==> config.mk <==
export PLATFORM = sky130hd
export DESIGN_NAME = bech32m_address_encoder
export DESIGN_NICKNAME = d
export VERILOG_FILES = /design/src/rtl/core/b32m_pkg.sv /design/src/rtl/core/b32m_front.sv /design/src/rtl/core/b32m_cmd_q.sv /design/src/rtl/core/b32m_back.sv /design/src/rtl/core/bech32m_address_encoder.sv
export SDC_FILE = /design/constraint.sdc
export NUM_CORES = 1
export LEC_CHECK = 0
export BUFFER_PORTS_ARGS = -buffer_cell sky130_fd_sc_hd__buf_2
export CAP_MARGIN = 20
export CORE_MARGIN = 2
export CORE_UTILIZATION = 28
export DETAILED_ROUTE_END_ITERATION = 12
export HOLD_SLACK_MARGIN = 0.03
export MAX_ROUTING_LAYER = met4
export PLACE_DENSITY = 0.48
export SLEW_MARGIN = 20
export SYNTH_ARGS = -nofsm -noshare
export SYNTH_HDL_FRONTEND = slang
export SYNTH_SLANG_ARGS = --single-unit
==> constraint.sdc <==
create_clock -name clk_i -period 8.6 [get_ports clk_i]
set_input_delay 0.86 -clock clk_i [delete_from_list [all_inputs] [get_ports clk_i]]
set_output_delay 0.86 -clock clk_i [all_outputs]
set_load 0.03 [all_outputs]
==> src/rtl/core/b32m_pkg.sv <==
// package: shared types, constants and checksum function of the address encoder
`timescale 1ns / 1ps

package b32m_pkg;

  // key length and derived widths
  localparam int KEY_BYTES = 32;
  localparam int IDX_W     = 6;

  // command queue sizing
  localparam int CMDQ_DEPTH = 4;
  localparam int CMDQ_AW    = $clog2(CMDQ_DEPTH);
  localparam int CMDQ_CW    = $clog2(CMDQ_DEPTH + 1);

  // checksum length in characters, and the step index of its last character
  localparam int CHK_LEN = 6;
  localparam logic [2:0] CHK_LAST = 3'(CHK_LEN - 1);

  // polymod constants
  localparam logic [29:0] POLY_GEN [5] = '{
    30'h3b6a57b2, 30'h26508e6d, 30'h1ea119fa, 30'h3d4233dd, 30'h2a1462b3
  };
  localparam logic [29:0] POLY_LOW_MASK = 30'h1ffffff;
  localparam logic [29:0] BECH32M_CONST = 30'h2bc830a3;

  // data charset, ascii codes of "qpzry9x8gf2tvdw0s3jn54khce6mua7l"
  localparam logic [6:0] CHARSET [32] = '{
    7'h71, 7'h70, 7'h7a, 7'h72, 7'h79, 7'h39, 7'h78, 7'h38,
    7'h67, 7'h66, 7'h32, 7'h74, 7'h76, 7'h64, 7'h77, 7'h30,
    7'h73, 7'h33, 7'h6a, 7'h6e, 7'h35, 7'h34, 7'h6b, 7'h68,
    7'h63, 7'h65, 7'h36, 7'h6d, 7'h75, 7'h61, 7'h37, 7'h6c
  };

  // fixed prefix "bc1p"
  localparam logic [6:0] PREFIX_CHARS [4] = '{7'h62, 7'h63, 7'h31, 7'h70};

  // command kinds passed from front to back
  typedef enum logic [1:0] {
    CMD_PREFIX,
    CMD_SYM,
    CMD_CHECK
  } cmd_kind_e;

  typedef struct packed {
    cmd_kind_e  kind;
    logic [4:0] value;
  } cmd_t;

  typedef struct packed {
    logic [6:0] ch;
    logic       last;
  } res_t;

  // front sequencer states
  typedef enum logic [2:0] {
    F_IDLE,
    F_PREFIX,
    F_SYM,
    F_PAD,
    F_CHECK
  } f_state_e;

  // back sequencer states
  typedef enum logic [1:0] {
    B_RUN,
    B_FOLD,
    B_EMIT
  } b_state_e;

  // one polymod step: shift in a 5-bit value and reduce
  function automatic logic [29:0] poly_fold(input logic [29:0] chk, input logic [4:0] v);
    logic [29:0] r;
    logic [4:0]  top;
    top = chk[29:25];
    r   = ((chk & POLY_LOW_MASK) << 5) | {25'd0, v};
    for (int i = 0; i < 5; i++) begin
      if (top[i]) begin
        r = r ^ POLY_GEN[i];
      end
    end
    return r;
  endfunction

  // polymod after the prefix expansion 3,3,0,2,3 and witness version 1
  localparam logic [29:0] POLY_INIT =
    poly_fold(poly_fold(poly_fold(poly_fold(poly_fold(poly_fold(
      30'd1, 5'd3), 5'd3), 5'd0), 5'd2), 5'd3), 5'd1);

endpackage

==> src/rtl/core/b32m_front.sv <==
// front end: takes key bytes, regroups bits and issues prefix, symbol and checksum commands
`timescale 1ns / 1ps

module b32m_front (
  input  logic                clk_i,
  input  logic                rst_ni,
  input  logic                push,
  output logic                full,
  input  logic [7:0]          key_byte_i,
  output logic                cmd_push_o,
  output b32m_pkg::cmd_t      cmd_o,
  input  logic                cmd_full_i
);

  b32m_pkg::f_state_e            state_q, state_d, state_n;
  logic [11:0]                   buf_q, buf_d, buf_n;
  logic [3:0]                    cnt_q, cnt_d, cnt_n;
  logic [b32m_pkg::IDX_W-1:0]    idx_q, idx_d, idx_n;
  logic                          last_q, last_d;
  logic [1:0]                    pidx_q, pidx_d;
  logic [3:0]                    sym_shift;
  logic [2:0]                    pad_shift;
  logic [4:0]                    sym_val;
  logic [4:0]                    pad_val;
  logic                          accept;

  // symbol extraction from the bit buffer
  assign sym_shift = cnt_q - 4'd5;
  assign sym_val   = 5'(buf_q >> sym_shift);
  assign pad_shift = 3'(4'd5 - cnt_q);
  assign pad_val   = 5'(buf_q << pad_shift);

  // one command per cycle from the current byte while the command queue has room
  always_comb begin
    state_n    = state_q;
    buf_n      = buf_q;
    cnt_n      = cnt_q;
    idx_n      = idx_q;
    pidx_d     = pidx_q;
    cmd_push_o = 1'b0;
    cmd_o      = '{kind: b32m_pkg::CMD_SYM, value: 5'd0};
    unique case (state_q)
      b32m_pkg::F_IDLE: begin
      end
      b32m_pkg::F_PREFIX: begin
        cmd_o      = '{kind: b32m_pkg::CMD_PREFIX, value: {3'd0, pidx_q}};
        cmd_push_o = !cmd_full_i;
        if (!cmd_full_i) begin
          pidx_d = pidx_q + 2'd1;
          if (pidx_q == 2'd3) begin
            state_n = b32m_pkg::F_SYM;
          end
        end
      end
      b32m_pkg::F_SYM: begin
        cmd_o      = '{kind: b32m_pkg::CMD_SYM, value: sym_val};
        cmd_push_o = !cmd_full_i;
        if (!cmd_full_i) begin
          cnt_n = sym_shift;
          if (sym_shift < 4'd5) begin
            if (last_q) begin
              state_n = (sym_shift != 4'd0) ? b32m_pkg::F_PAD : b32m_pkg::F_CHECK;
            end else begin
              state_n = b32m_pkg::F_IDLE;
            end
          end
        end
      end
      b32m_pkg::F_PAD: begin
        cmd_o      = '{kind: b32m_pkg::CMD_SYM, value: pad_val};
        cmd_push_o = !cmd_full_i;
        if (!cmd_full_i) begin
          state_n = b32m_pkg::F_CHECK;
        end
      end
      b32m_pkg::F_CHECK: begin
        cmd_o      = '{kind: b32m_pkg::CMD_CHECK, value: 5'd0};
        cmd_push_o = !cmd_full_i;
        if (!cmd_full_i) begin
          buf_n   = 12'd0;
          cnt_n   = 4'd0;
          idx_n   = '0;
          state_n = b32m_pkg::F_IDLE;
        end
      end
      default: begin
      end
    endcase
  end

  // a new byte is taken in the cycle the previous one finishes
  assign full   = (state_n != b32m_pkg::F_IDLE);
  assign accept = push && !full;

  // load the accepted byte on top of what is left
  always_comb begin
    state_d = state_n;
    buf_d   = buf_n;
    cnt_d   = cnt_n;
    idx_d   = idx_n;
    last_d  = last_q;
    if (accept) begin
      buf_d   = {buf_n[3:0], key_byte_i};
      cnt_d   = cnt_n + 4'd8;
      idx_d   = idx_n + 1'b1;
      last_d  = ({1'b0, idx_n} + 7'd1) == 7'(b32m_pkg::KEY_BYTES);
      state_d = (idx_n == '0) ? b32m_pkg::F_PREFIX : b32m_pkg::F_SYM;
    end
  end

  // state registers
  always_ff @(posedge clk_i or negedge rst_ni) begin
    if (!rst_ni) begin
      state_q <= b32m_pkg::F_IDLE;
      buf_q   <= 12'd0;
      cnt_q   <= 4'd0;
      idx_q   <= '0;
      last_q  <= 1'b0;
      pidx_q  <= 2'd0;
    end else begin
      state_q <= state_d;
      buf_q   <= buf_d;
      cnt_q   <= cnt_d;
      idx_q   <= idx_d;
      last_q  <= last_d;
      pidx_q  <= accept ? 2'd0 : pidx_d;
    end
  end

endmodule

==> src/rtl/core/b32m_cmd_q.sv <==
// command queue between front end and back end
`timescale 1ns / 1ps

module b32m_cmd_q (
  input  logic                clk_i,
  input  logic                rst_ni,
  input  logic                push_i,
  input  b32m_pkg::cmd_t      cmd_i,
  output logic                full_o,
  input  logic                pop_i,
  output b32m_pkg::cmd_t      cmd_o,
  output logic                empty_o
);

  b32m_pkg::cmd_t                 mem_q [b32m_pkg::CMDQ_DEPTH];
  logic [b32m_pkg::CMDQ_AW-1:0]   wr_q, rd_q;
  logic [b32m_pkg::CMDQ_CW-1:0]   cnt_q;
  logic                           do_push, do_pop;

  assign full_o  = (cnt_q == b32m_pkg::CMDQ_CW'(b32m_pkg::CMDQ_DEPTH));
  assign empty_o = (cnt_q == '0);
  assign do_push = push_i && !full_o;
  assign do_pop  = pop_i && !empty_o;
  assign cmd_o   = mem_q[rd_q];

  // entry storage
  always_ff @(posedge clk_i) begin
    if (do_push) begin
      mem_q[wr_q] <= cmd_i;
    end
  end

  // pointers and fill count
  always_ff @(posedge clk_i or negedge rst_ni) begin
    if (!rst_ni) begin
      wr_q  <= '0;
      rd_q  <= '0;
      cnt_q <= '0;
    end else begin
      if (do_push) begin
        wr_q <= (wr_q == b32m_pkg::CMDQ_AW'(b32m_pkg::CMDQ_DEPTH - 1)) ? '0 : wr_q + 1'b1;
      end
      if (do_pop) begin
        rd_q <= (rd_q == b32m_pkg::CMDQ_AW'(b32m_pkg::CMDQ_DEPTH - 1)) ? '0 : rd_q + 1'b1;
      end
      if (do_push && !do_pop) begin
        cnt_q <= cnt_q + 1'b1;
      end else if (do_pop && !do_push) begin
        cnt_q <= cnt_q - 1'b1;
      end
    end
  end

endmodule

==> src/rtl/core/b32m_back.sv <==
// back end: checksum folding, character mapping and result queue
`timescale 1ns / 1ps

module b32m_back (
  input  logic                clk_i,
  input  logic                rst_ni,
  input  b32m_pkg::cmd_t      cmd_i,
  input  logic                cmd_empty_i,
  output logic                cmd_pop_o,
  input  logic                pop,
  output logic                empty,
  output logic [6:0]          address_char_o,
  output logic                last_char_o
);

  b32m_pkg::b_state_e  state_q, state_d;
  logic [29:0]         poly_q, poly_d;
  logic [29:0]         fold_zero;
  logic [2:0]          step_q, step_d;
  b32m_pkg::res_t      res_mem_q [2];
  logic                res_wr_q, res_rd_q;
  logic [1:0]          res_cnt_q;
  logic                res_push;
  b32m_pkg::res_t      res_in;
  logic                res_pop;
  logic                space;

  assign res_pop   = pop && !empty;
  assign space     = (res_cnt_q != 2'd2) || res_pop;
  assign fold_zero = b32m_pkg::poly_fold(poly_q, 5'd0);

  // command execution
  always_comb begin
    state_d   = state_q;
    poly_d    = poly_q;
    step_d    = step_q;
    cmd_pop_o = 1'b0;
    res_push  = 1'b0;
    res_in    = '{ch: 7'd0, last: 1'b0};
    unique case (state_q)
      b32m_pkg::B_RUN: begin
        if (!cmd_empty_i) begin
          unique case (cmd_i.kind)
            b32m_pkg::CMD_PREFIX: begin
              if (space) begin
                res_push  = 1'b1;
                res_in    = '{ch: b32m_pkg::PREFIX_CHARS[cmd_i.value[1:0]], last: 1'b0};
                cmd_pop_o = 1'b1;
              end
            end
            b32m_pkg::CMD_SYM: begin
              if (space) begin
                res_push  = 1'b1;
                res_in    = '{ch: b32m_pkg::CHARSET[cmd_i.value], last: 1'b0};
                poly_d    = b32m_pkg::poly_fold(poly_q, cmd_i.value);
                cmd_pop_o = 1'b1;
              end
            end
            b32m_pkg::CMD_CHECK: begin
              cmd_pop_o = 1'b1;
              step_d    = 3'd0;
              state_d   = b32m_pkg::B_FOLD;
            end
            default: begin
              cmd_pop_o = 1'b1;
            end
          endcase
        end
      end
      b32m_pkg::B_FOLD: begin
        // six zero folds, then the bech32m constant
        step_d = step_q + 3'd1;
        poly_d = fold_zero;
        if (step_q == b32m_pkg::CHK_LAST) begin
          poly_d  = fold_zero ^ b32m_pkg::BECH32M_CONST;
          step_d  = 3'd0;
          state_d = b32m_pkg::B_EMIT;
        end
      end
      b32m_pkg::B_EMIT: begin
        // checksum characters, most significant group first
        if (space) begin
          res_push = 1'b1;
          res_in   = '{ch: b32m_pkg::CHARSET[poly_q[29:25]],
                       last: (step_q == b32m_pkg::CHK_LAST)};
          poly_d   = poly_q << 5;
          step_d   = step_q + 3'd1;
          if (step_q == b32m_pkg::CHK_LAST) begin
            poly_d  = b32m_pkg::POLY_INIT;
            step_d  = 3'd0;
            state_d = b32m_pkg::B_RUN;
          end
        end
      end
      default: begin
        state_d = b32m_pkg::B_RUN;
      end
    endcase
  end

  // sequencer and checksum registers
  always_ff @(posedge clk_i or negedge rst_ni) begin
    if (!rst_ni) begin
      state_q <= b32m_pkg::B_RUN;
      poly_q  <= b32m_pkg::POLY_INIT;
      step_q  <= 3'd0;
    end else begin
      state_q <= state_d;
      poly_q  <= poly_d;
      step_q  <= step_d;
    end
  end

  // two-entry result queue storage
  always_ff @(posedge clk_i) begin
    if (res_push) begin
      res_mem_q[res_wr_q] <= res_in;
    end
  end

  // result queue pointers and count
  always_ff @(posedge clk_i or negedge rst_ni) begin
    if (!rst_ni) begin
      res_wr_q  <= 1'b0;
      res_rd_q  <= 1'b0;
      res_cnt_q <= 2'd0;
    end else begin
      if (res_push) begin
        res_wr_q <= !res_wr_q;
      end
      if (res_pop) begin
        res_rd_q <= !res_rd_q;
      end
      if (res_push && !res_pop) begin
        res_cnt_q <= res_cnt_q + 2'd1;
      end else if (res_pop && !res_push) begin
        res_cnt_q <= res_cnt_q - 2'd1;
      end
    end
  end

  assign empty          = (res_cnt_q == 2'd0);
  assign address_char_o = res_mem_q[res_rd_q].ch;
  assign last_char_o    = res_mem_q[res_rd_q].last;

endmodule

==> src/rtl/core/bech32m_address_encoder.sv <==
// Bech32m witness version 1 address encoder. Push the 32 key bytes, first
// byte first; the result queue yields the ASCII characters "bc1p", 52 data
// characters and 6 checksum characters, with last_char_o set on the final
// one, after which the next byte starts a new address. The front end issues
// one command per cycle while the four-entry command queue has room (4 prefix
// commands on the first byte, 1 or 2 data symbols per byte, plus a padding
// symbol and a checksum command on the last byte), and takes a new byte once
// the commands of the previous one are issued. The back end writes one
// character per cycle into a two-entry result queue while that queue has room,
// and works through the checksum command and its six zero folds before its 6
// checksum characters; the sustained pace is set by the back end, with the
// output port taking one character per cycle.
`timescale 1ns / 1ps

module bech32m_address_encoder (
  input  logic        clk_i,
  input  logic        rst_ni,
  input  logic        push,
  output logic        full,
  input  logic [7:0]  key_byte_i,
  output logic        empty,
  input  logic        pop,
  output logic [6:0]  address_char_o,
  output logic        last_char_o
);

  logic            cmd_push;
  logic            cmd_full;
  logic            cmd_pop;
  logic            cmd_empty;
  b32m_pkg::cmd_t  cmd_wr;
  b32m_pkg::cmd_t  cmd_rd;

  // byte intake and bit regrouping
  b32m_front u_front (
    .clk_i      (clk_i),
    .rst_ni     (rst_ni),
    .push       (push),
    .full       (full),
    .key_byte_i (key_byte_i),
    .cmd_push_o (cmd_push),
    .cmd_o      (cmd_wr),
    .cmd_full_i (cmd_full)
  );

  // decoupling queue
  b32m_cmd_q u_cmd_q (
    .clk_i   (clk_i),
    .rst_ni  (rst_ni),
    .push_i  (cmd_push),
    .cmd_i   (cmd_wr),
    .full_o  (cmd_full),
    .pop_i   (cmd_pop),
    .cmd_o   (cmd_rd),
    .empty_o (cmd_empty)
  );

  // checksum and character output
  b32m_back u_back (
    .clk_i          (clk_i),
    .rst_ni         (rst_ni),
    .cmd_i          (cmd_rd),
    .cmd_empty_i    (cmd_empty),
    .cmd_pop_o      (cmd_pop),
    .pop            (pop),
    .empty          (empty),
    .address_char_o (address_char_o),
    .last_char_o    (last_char_o)
  );

`ifndef SYNTHESIS
  // front end never writes a full command queue
  assert property (@(posedge clk_i) disable iff (!rst_ni) cmd_push |-> !cmd_full)
    else $error("command transfer into a full queue");

  // back end never reads an empty command queue
  assert property (@(posedge clk_i) disable iff (!rst_ni) cmd_pop |-> !cmd_empty)
    else $error("command transfer from an empty queue");

  // any waiting result is a printable address character
  assert property (@(posedge clk_i) disable iff (!rst_ni)
    !empty |-> (address_char_o >= 7'd48) && (address_char_o <= 7'd122))
    else $error("result character out of the address alphabet");
`endif

endmodule

==> out/qor.yml <==
clock_tree:
  clock_sinks: 118
  clk_latency_ps: 420
  clock_path_buffers: 2
  root_buffer: "clkbuf_16"
  cts_tree: "yes"
  cts_hold_buf: 0
  post-cts-setup-buffer-count: 0
  cts_resized: 0
  cts_buffers: 17
  path_clk_slew_ps: 60
  htree_num_levels: 4
floorplanning:
  initial_core_util_pct: 28.5
  row_count: 59
  core_area_um2: 26100
  fp.dieH_um: 167
  pin_count: 22
  die-area_um2: 27900
  die_w_um: 167
synth:
  synthCells: 761
  synth_top_flop_cell: "dfrtp_1"
  syn_area_per_cell_um2: 9.78
  synth-edff-count: 44
  yosys_warnings: 0
  async_flop_share_pct: 62.7
  yosysSeqAreaShare_pct: 43.0
  syn-cell-area_um2: 7440
  synth.distinct_cells: 68
  ys_seq_elements: 118
  syn_nets: 803
drt:
  firstDrtPassIters: 5
  post_drt_via_cell_ratio: 4.98
  wire_per_inst_um: 15.5
  ant_nets: 0
  drt_iter0_drc: 400
  route.vias.total: 5504
  drcViolationCount: 0
  routed_wl_mm: 17.2
grt:
  grt_usage_pct: 13.1
  antenna_found_initial: 0
  grt_max_degree: 60
  grt_pass1_vias: 5355
  grt_pass1_wl_mm: 28.7
  gr-total-overflow: 0
status:
  status: "finished, final reports clean"
final_layout:
  register_area_um2: 3200
  fillers: 2662
  layout-drive-gt1-share_pct: 14.4
  fin_util_pct: 32.2
  finalNetCount: 799
  synthToLayoutAreaGrowth_pct: 12.8
  n_antenna_cell: 0
  multiInputGateArea_um2: 3950
timing:
  skew_ps: 10.6
  post-route-period-util_pct: 46.6
  maxSlewHeadroom_pct: 33.4
  fmax_mhz: 250
  tns_ps: 0
  finalSetupViolations: 0
  hold_violations: 0
  drv_slew: 0
  fin_crit_ps: 4010
  tightest_slew_ps: 996
  rsz0062_at_grt: "no"
critical_path:
  start_kind: "flop"
  worstPathMaxFanout: 21
  slowest_stage: "dfrtp_1"
  worstSetupPathType: "flop to output port"
  path_cells: "inv_1 -> ha_1 -> xor2_2 -> nor2_2 -> o311ai_2 -> and2_1 -> nand2_1 -> buf_2"
  endpoint_kind: "output port"
  cp.required_ps: 7740
  cp.arrival_ps: 3150
  max_stage_delay_ps: 870
placed_design:
  io_buffers: 21
  post-dp-hpwl_mm: 11.5
  place.gp.congestion: 0.814
flow_run:
  drv_cap: 0
worst_hold_path:
  min_path_type: "input pin to asynchronous set/reset pin"
==> critical path: cells and delay by family, from the launching register on <==
| kind | cells | cell delay, ps |
|---|---|---|
| xor gates and xnor gates | 1 | 460 |
| adders and majority gates | 1 | 350 |
| DFF | 1 | 870 |
| AOI/OAI and AO/OA | 1 | 260 |
| buffers and inverters | 2 | 440 |
| and+or+nand+nor | 3 | 340 |
==> sequential cells by signal, indices dropped and copies added (netlist names) <==
| signal | count |
|---|---|
| u_back.poly_q | 30 |
| u_front.cnt_q | 4 |
| u_back.step_q | 3 |
| u_front.pidx_q | 2 |
| u_front.buf_q | 12 |
| u_front.last_q | 1 |
| u_back.res_rd_q | 1 |
| u_cmd_q.cnt_q | 3 |
| u_front.idx_q | 6 |
| u_cmd_q.rd_q | 2 |
| u_back.res_mem_q | 16 |
| u_back.state_q | 2 |
| u_cmd_q.wr_q | 2 |
| u_back.res_cnt_q | 2 |
| u_back.res_wr_q | 1 |
| u_front.state_q | 3 |
| u_cmd_q.mem_q | 28 |
==> worst paths after layout <==
| kind | from | to | cells after the start | slack (ps) |
|---|---|---|---|---|
| max | u_front.cnt_q[0] | full | 8 | 4590 |
| min | rst_ni | u_back.poly_q[15] | 1 | 290 |
| max reg2reg | u_front.cnt_q[0] | u_front.idx_q[4] | 9 | 5130 |
| min reg2reg | u_back.poly_q[4] | u_back.poly_q[4] | 2 | 470 |
| max in group asynchronous | rst_ni | u_front.idx_q[0] | 2 | 7220 |
| min in group clk_i | u_back.poly_q[4] | u_back.poly_q[4] | 2 | 470 |
==> Yosys cell counts (all sizes together) (3+ instances only) <==
| library cell | n | area [µm²] |
|---|---|---|
| a2111oi | 3 | 26.3 |
| a211oi | 7 | 52.6 |
| a21o | 4 | 30.0 |
| a21oi | 33 | 165 |
| a221oi | 8 | 70.1 |
| a22oi | 5 | 37.5 |
| a311oi | 4 | 35.0 |
| a31oi | 8 | 50.1 |
| and2 | 6 | 37.5 |
| and3 | 7 | 43.8 |
| buf | 17 | 96.3 |
| clkbuf | 33 | 124 |
| dfrtp | 54 | 1350 |
| dfstp | 20 | 526 |
| edfxtp | 44 | 1320 |
| ha | 29 | 363 |
| inv | 20 | 75.1 |
| mux2 | 13 | 146 |
| mux2i | 22 | 220 |
| mux4 | 14 | 315 |
| nand2 | 95 | 357 |
| nand2b | 10 | 62.6 |
| nand3 | 16 | 80.1 |
| nor2 | 66 | 250 |
| nor2b | 10 | 62.6 |
| nor3 | 16 | 80.1 |
| nor3b | 5 | 42.5 |
| nor4 | 4 | 25.0 |
| o211ai | 7 | 52.6 |
| o21a | 6 | 45.0 |
| o21ai | 69 | 345 |
| o221ai | 8 | 70.1 |
| o22ai | 5 | 31.3 |
| o31ai | 4 | 30.0 |
| xnor2 | 37 | 324 |
| xor2 | 19 | 174 |
==> cells in the final DEF (no fill, tap or decap), types with 10 or more instances in the layout <==
| cell type | instances |
|---|---|
| nor2_1 | 65 |
| ha_1 | 29 |
| xor2_1 | 18 |
| mux2_2 | 13 |
| nand3_1 | 16 |
| mux4_2 | 14 |
| nor3_1 | 15 |
| edfxtp_1 | 44 |
| buf_2 | 20 |
| inv_1 | 20 |
| dfstp_2 | 20 |
| mux2i_1 | 22 |
| nand2_1 | 94 |
| clkbuf_16 | 17 |
| nor2b_1 | 10 |
| nand2b_1 | 10 |
| dfrtp_1 | 54 |
| xnor2_1 | 37 |
| a21oi_1 | 33 |
| o21ai_0 | 69 |
==> through the flow <==
step	setup WS, ps	hold slack (ps)	std cells	area (µm²)
floorplan	5440	445	761	7440
global placement	5060	457	1073	7790
detailed placement	5010	463	1073	7800
CTS	4540	295	1105	8390
global route	4290	304	1105	8390
finish	4590	294	1105	8390
==> final cells by class <==
type	instances	share of cell area [%]
clock inverters	9	1.52
well taps	335	4.99
multi-input cells	573	47.1
inverters	20	0.894
clock buffers	23	5.57
repair buffers	27	1.82
flip-flops and latches	118	38.1
==> per-layer routing <==
metal	GRT usage, %	vias to the layer above	part of all wire, %	wire length (µm)
met1	17.4	2653	49	8430
met5	-	-	0	0
met3	2.76	11	3.6	618
li1	-	2747	-	-
met2	20.5	93	46	7980
met4	3.49	0	0.85	146
==> logic make-up after synthesis <==
group,after synthesis,share of synthesized area [%]
xor gates and xnor gates,57,7.01
adders and majority gates,31,5.28
DFF,118,43.0
muxes,49,9.17
and+or+nand+nor,249,15.6
AOI/OAI and AO/OA,187,16.0
buffers and inverters,70,3.97
Power is not shown: default switching activity piles up to over one toggle a cycle in this logic, so the estimate is an artifact.
